**src/rtl/csrmv_pkg.sv**
```systemverilog
// Package for the CSR sparse matrix-vector multiply block.
// Holds the action codes, the item structs of both channels and the
// stage struct that carries a product into the accumulator. No dependencies.
`default_nettype none

package csrmv_pkg;

  typedef enum logic [1:0] {
    ACT_LOAD    = 2'd0,
    ACT_NONZERO = 2'd1,
    ACT_EMPTY   = 2'd2,
    ACT_START   = 2'd3
  } action_t;

  typedef struct packed {
    action_t            action;
    logic [11:0]        index;
    logic signed [31:0] value;
    logic               row_end;
  } in_item_t;

  typedef struct packed {
    logic signed [63:0] row_sum;
    logic [15:0]        row_number;
    logic               saturated;
    logic               bad_index;
  } out_item_t;

  // One item on its way from the multiplier stage to the accumulator.
  typedef struct packed {
    logic               valid;
    action_t            action;
    logic               row_end;
    logic               in_range;
    logic signed [63:0] product;
  } mac_op_t;

endpackage

`default_nettype wire

```
**src/rtl/csrmv_accum.sv**
```systemverilog
// Row accumulator with saturating add, row counter and result register.
// Depends on csrmv_pkg for mac_op_t, out_item_t and the action codes.
`default_nettype none

module csrmv_accum
  import csrmv_pkg::*;
(
  input  wire logic      clk,
  input  wire logic      rst_n,
  input  wire logic      en,
  input  wire mac_op_t   mac,
  output logic           out_valid,
  output out_item_t      out_item
);

  logic signed [63:0] acc_r, acc_nxt, acc_upd, sum, clamp;
  logic [15:0]        cnt_r, cnt_nxt;
  logic               sat_r, sat_nxt, sat_upd;
  logic               bad_r, bad_nxt, bad_upd;
  logic               ovf, emit;
  logic               out_valid_r;
  out_item_t          out_item_r, out_nxt;

  assign sum   = acc_r + mac.product;
  assign ovf   = (acc_r[63] == mac.product[63]) && (sum[63] != acc_r[63]);
  assign clamp = acc_r[63] ? {1'b1, 63'd0} : {1'b0, {63{1'b1}}};

  always_comb begin
    acc_upd = acc_r;
    sat_upd = sat_r;
    bad_upd = bad_r;
    cnt_nxt = cnt_r;
    emit    = 1'b0;
    if (mac.valid) begin
      unique case (mac.action)
        ACT_NONZERO: begin
          if (mac.in_range) begin
            acc_upd = ovf ? clamp : sum;
            sat_upd = sat_r | ovf;
          end else begin
            bad_upd = 1'b1;
          end
          emit = mac.row_end;
        end
        ACT_EMPTY: begin
          emit = 1'b1;
        end
        ACT_START: begin
          acc_upd = '0;
          sat_upd = 1'b0;
          bad_upd = 1'b0;
          cnt_nxt = '0;
        end
        ACT_LOAD: begin
        end
      endcase
    end
    out_nxt = '{row_sum: acc_upd, row_number: cnt_r, saturated: sat_upd,
                bad_index: bad_upd};
    if (emit) begin
      acc_nxt = '0;
      sat_nxt = 1'b0;
      bad_nxt = 1'b0;
      cnt_nxt = cnt_r + 16'd1;
    end else begin
      acc_nxt = acc_upd;
      sat_nxt = sat_upd;
      bad_nxt = bad_upd;
    end
  end

  always_ff @(posedge clk) begin
    if (!rst_n) begin
      acc_r       <= '0;
      cnt_r       <= '0;
      sat_r       <= 1'b0;
      bad_r       <= 1'b0;
      out_valid_r <= 1'b0;
    end else if (en) begin
      acc_r       <= acc_nxt;
      cnt_r       <= cnt_nxt;
      sat_r       <= sat_nxt;
      bad_r       <= bad_nxt;
      out_valid_r <= emit;
    end
  end

  always_ff @(posedge clk) begin
    if (en && emit) begin
      out_item_r <= out_nxt;
    end
  end

  assign out_valid = out_valid_r;
  assign out_item  = out_item_r;

  a_reset_clears_out : assert property (@(posedge clk) !rst_n |=> !out_valid_r)
    else $error("result valid after reset");

  a_frozen_counter : assert property (@(posedge clk) disable iff (!rst_n)
    !en |=> $stable(cnt_r) && $stable(acc_r))
    else $error("row state moved while frozen");

  a_emit_advances : assert property (@(posedge clk) disable iff (!rst_n)
    (en && emit) |=> (cnt_r == 16'($past(cnt_r) + 16'd1)) && (acc_r == '0))
    else $error("row counter did not advance on result");

endmodule

`default_nettype wire

```
**config.mk**
```make
export PLATFORM = sky130hd
export DESIGN_NAME = csrmv_accum
export DESIGN_NICKNAME = d
export VERILOG_FILES = /design/src/rtl/csrmv_pkg.sv /design/src/rtl/csrmv_accum.sv
export SDC_FILE = /design/constraint.sdc
export NUM_CORES = 1
export LEC_CHECK = 0
export ABC_AREA = 1
export BUFFER_PORTS_ARGS = -buffer_cell sky130_fd_sc_hd__buf_2
export CORE_MARGIN = 2
export CORE_UTILIZATION = 50
export DETAILED_ROUTE_END_ITERATION = 6
export PLACE_DENSITY_LB_ADDON = 0.25
export SLEW_MARGIN = 20
export SYNTH_ARGS = -nofsm -noshare
export SYNTH_HDL_FRONTEND = slang
export SYNTH_SLANG_ARGS = --single-unit
```
**constraint.sdc**
```tcl
create_clock -name clk -period 7.8 [get_ports clk]
set_input_delay 1.56 -clock clk [delete_from_list [all_inputs] [get_ports clk]]
set_output_delay 1.56 -clock clk [all_outputs]
set_load 0.02 [all_outputs]
```
* Word level (Yosys, flattened, before mapping)
Index checks and enable logic that the tools add are counted.
** Word-level totals
- Input port bits :: 72
- Output and inout port bits :: 83
- Register bits after elaboration :: 165
** Cells by class
- Reduce and logical (&&, ||, !) cells :: 5
- Bitwise logic cells :: 1
- Eq/ne operators :: 5
- Muxes and demuxes :: 19
- Add/sub/neg operators :: 2
** Operators by type and width (count)
- 64-bit 2-to-1 mux :: 5
- 64-bit case mux with 2 select lines :: 1
- 64-bit adder :: 1
- 16-bit 2-to-1 mux :: 3
- 16-bit by 1-bit adder with 16-bit output, second input constant :: 1
- 1-bit 2-to-1 mux :: 7
- 1-bit case mux with 2 select lines :: 3
- 2-bit equality test, second input constant :: 2
- 2-bit nonzero test :: 2
- 3-bit AND reduction :: 1
- 2-bit by 1-bit equality test with 1-bit output, second input constant :: 1
- 1-bit logical AND :: 2
- 1-bit equality test :: 1
- 1-bit != test :: 1
- 1-bit OR :: 1

* Longest topological paths before layout
- Depth after elaboration :: 8
- Gate-level depth with buffers :: 20

* Worst setup path before layout
No wires, ideal clock.
- Path kind :: input to register
- Start point :: in mac[66] (netlist bit)
- End point :: reg out_item_r, in the netlist out_item[0] (enable)
- Buffers on the path :: 0
- Setup time :: 523 ps
- Cell stages on the path :: 5
- Slack :: 1838 ps
- Data required time :: 7277 ps
- Data arrival time :: 5439 ps
- Cell sequence :: inv_1 ha_1 inv_1 nand3_1 nor2_1
** On the way
- Longest elaborated chain between the ends :: 4
- Elaborated cells on any way between the ends :: 5
- Those cells by class :: 2 x eq/ne; 2 x mux; 1 x reduce/logical
** Ends and longest elaborated chain
- start, declared :: RTL line csrmv_accum.sv:11 : input wire mac_op_t mac,
- 2-bit equality test / 2-bit by 1-bit equality test with 1-bit output (equally long branches) :: RTL line csrmv_accum.sv:35 : unique case (mac.action)
- 1-bit case mux with 2 select lines (*) :: RTL line csrmv_accum.sv:35
- 1-bit 2-to-1 mux (*) :: RTL line csrmv_accum.sv:34 : if (mac.valid) begin
- 1-bit logical AND (*) :: RTL line csrmv_accum.sv:89 : if (en && emit) begin
- end signal, assigned :: RTL line csrmv_accum.sv:90 : out_item_r <= out_nxt;
- end, declared :: RTL line csrmv_accum.sv:22 : out_item_t out_item_r, out_nxt;
Every way passes the cells marked *; elsewhere a longest branch is shown, timed or not.
A chain may end at the register's enable or synchronous reset.

* Worst setup path after layout
- Start point :: in mac[67] (netlist bit)
- End point :: reg acc_r[18]
** On the way
- Longest elaborated chain between the ends :: 4
- Elaborated cells on any way between the ends :: 8
- Those cells by class :: 3 x eq/ne; 5 x mux
** Ends and longest elaborated chain
- 2-bit equality test / 2-bit by 1-bit equality test with 1-bit output (equally long branches) :: RTL line csrmv_accum.sv:35
- 64-bit case mux with 2 select lines (*) :: RTL line csrmv_accum.sv:35
- 64-bit 2-to-1 mux (*) :: RTL line csrmv_accum.sv:34
- via acc_upd[18] :: RTL line csrmv_accum.sv:16 : logic signed [63:0] acc_r, acc_nxt, acc_upd, sum, clamp;
- 64-bit 2-to-1 mux (*) :: RTL line csrmv_accum.sv:60 : if (emit) begin
- end signal, assigned :: RTL line csrmv_accum.sv:80 : acc_r <= acc_nxt;
- end, declared :: RTL line csrmv_accum.sv:16
Mark *: on every way through the listed nets, which the timed path passes. The rest lies on a longest branch.

==> flow_summary_export.csv <==
group,metric,value,unit
run_status,status,"complete, no violations",
global_routing,grt_start_max_net_pins,68,
timing,tightest_slew,0.978,ns
setup_path,cpPeakStageDelay,0.57,ns
power_and_ir_drop,p_per_area,150,nW/um^2
global_routing,grt_usage,32.3,%
synth,async_reset_ff_share,0,%
synth,synth.top_cell.area_share,19.6,%
detailed_routing,vias,12827,
cells_and_area,multi_input_area,7300,um^2
cells_and_area,num-fill-cells,2413,
timing,tns,0,ns
placed_design,placed_area,13500,um^2
global_routing,gr-total-overflow,0,
clock_network,clock_path_buffers,2,
placed_design,gp_congestion,1.01,
setup_path,crit_type,"in2reg",
synth,yosys.area.top_type,"edfxtp_1",
synth,seq_area_frac_synth,32.9,%
clock_network,cts_tree,"done",
job,maxCapViolCount,0,
detailed_routing,drc_errors,0,
setup_path,crit_chain,"buf_2 -> inv_1 -> ha_1 -> nand2_1 -> buf_4 -> inv_1 -> nor2_2 -> buf_4 -> inv_1 -> buf_4 -> o21ai_1 -> nand2_1 -> a21oi_1",
global_routing,grt_pass1_vias,12115,
setup_path,cp.required,8.16,ns
synth,ys_warn_count,0,
synth,synth_compound_area_share,14.6,%
synth,synth_mux_area_share,0,%
synth,synth.net_count,2042,
cells_and_area,design_area,14200,um^2
clock_network,clk_pin_slew_worst_paths,0.08,ns
cells_and_area,final_common_cell,"nand2_1",
timing,max_freq,0.242,GHz
timing,rsz0062_at_grt,"no",
detailed_routing,avgViaCountPerCell,5.42,
timing,max_slew_margin,34.7,%
synth,ys_types,41,
synth,synth_flop_cell,"dfxtp_1",
setup_path,cp.arrival,4.50,ns
setup_path,start_kind,"input port",
detailed_routing,drt-pass1-iter-count,5,
synth,synth_fa_ha_area_share,6.84,%
cells_and_area,area_delta_synth_final,12.8,%
timing,post-route-min-period,4.14,ns
placed_design,hpwlAfterDp,33200,um
synth,syn_inst,1902,
placed_design,portBuffers,154,
clock_network,clockRootBuffer,"clkbuf_16",
timing,hold_viol,0,
die,row_count,57,
clock_network,htreeDepth,4,
cells_and_area,drive_gt1_share,14.8,%
timing,fin_crit_sh,53.1,%
detailed_routing,wl,42400,um
synth,synth_area,12500,um^2
synth,synth_top_family_by_area,"simple AND/OR/NAND/NOR gates",
clock_network,cts_num_sinks,165,
detailed_routing,final_antenna_net_count,0,
synth,synth.avg_cell_area,6.60,um^2
clock_network,cts_setup_buffers,0,
setup_path,cp_max_fo,38,
cells_and_area,seq_area,4120,um^2
die,die_x,162,um
timing,setup_viol,0,
cells_and_area,finalNetCount,2169,
timing,whs,0.446,ns
synth,synth_edf_count,82,
detailed_routing,first_iter_violations,1149,
setup_path,end_kind,"flop",
timing,slew_violations,0,
synth,ys_ff_latch,165,
synth,synthTopCellsByArea,"edfxtp_1 20%, nand2_1 19%, dfxtp_1 13%",
die,core,24500,um^2
synth,synth_xor_area_share,2.02,%
synth,synthSimpleGateAreaFrac,34.6,%
clock_network,cts_hold_buf,0,
die,io_pins,155,
power_and_ir_drop,peakVddDrop,0.000143,V
min_path,hold_class,"reg2reg",
clock_network,cts_made_buffers,17,
global_routing,antenna_found_initial,0,
die,die_area,26400,um^2
clock_network,cts_resized,0,
global_routing,grt_pass1_wl,65900,um
die,die_y,162,um
die,start_util,51.3,%
setup_path,critPathSlowestCell,"inv_1",
detailed_routing,avgRoutedWirePerCell,17.9,um
clock_network,clock_latency,0.44,ns
timing,clock-skew-final,0.0149,ns
power_and_ir_drop,power_leakage,6.51,nW
cells_and_area,insertedDiodeCount,0,
cells_and_area,most-common-layout-cells,"624 x nand2_1, 218 x inv_1, 170 x nor2_1, 169 x a21oi_1, 154 x buf_2",
[path summary, 6_finish.rpt]
check	start	endpoint	slack [ns]	depth (start not counted)
setup / recovery	mac[67]	acc_r[18]	3.66	13
hold / removal	cnt_r[15]	out_item[17]	0.45	0
setup reg to reg	acc_r[54]	acc_r[44]	4.49	15
hold reg to reg	cnt_r[15]	out_item[17]	0.45	0
[sequential cells by signal, indices dropped and copies added (netlist names)]
register and cells:
out_valid 1, bad_r 1, out_item 82, acc_r 64
cnt_r 16, sat_r 1
[cells by family after synthesis]
group,after synthesis
AND/OR/NAND/NOR,1034
flip-flops,165
XOR/XNOR,29
adder cells (fa/ha/maj),68
buffers and inverters,285
AO/OA/AOI/OAI,321
[synthesized netlist by cell type (14+ instances only)]
cell type	n
inv_1	222
ha_1	67
xnor2_1	26
dfxtp_1	83
nor3_1	15
a21oi_1	169
edfxtp_1	82
nand2_1	624
nand3b_1	14
nor2_2	25
nand3_1	133
o21ai_2	16
nor2_1	172
a21oi_2	20
nand2_2	25
o21bai_1	22
clkbuf_1	39
o21ai_0	70
[report_power, final]
part	internal [mW]	total (mW)	switching [mW]	leakage [nW]
logic	0.0971	0.319	0.222	4.75
clock network	0.435	0.875	0.440	0.292
registers	0.920	0.930	0.00994	1.47
[worst max-delay path: cells and delay by family]
family	cells	cell delay, ns
AOI/OAI and AO/OA	2	0.43
buffers and inverters	7	1.85
adders and majority gates	1	0.21
and+or+nand+nor	3	0.40
[layer usage]
layer	track usage, %	wire [um]
met1	44.4	19100
met2	53.4	19600
met3	3.97	2590
met4	9.61	1120
met5	0	0
[area by class of cell]
type / count / share of cell area, %
clock buffers: 17 / 3.01
clock inverters: 15 / 1.31
multi-input cells: 1452 / 51.6
repair buffers: 163 / 5.92
well taps: 324 / 2.86
inverters: 230 / 6.16
flip-flops and latches: 165 / 29.1
[stage by stage]
stage | instances | util, % | setup WS (ns) | power, mW
6_report | 2366 | 57.9 | 3.66 | 2.12
3_3_place_gp | 2334 | 55.4 | 3.22 | 1.26
5_1_grt | 2366 | 57.9 | 3.34 | 2.19
4_1_cts | 2366 | 57.9 | 3.66 | 2.12
3_5_place_dp | 2334 | 55.4 | 3.20 | 1.26
2_1_floorplan | 1902 | - | 1.84 | 1.16
Note: power is estimated with default switching activity, not from simulation.
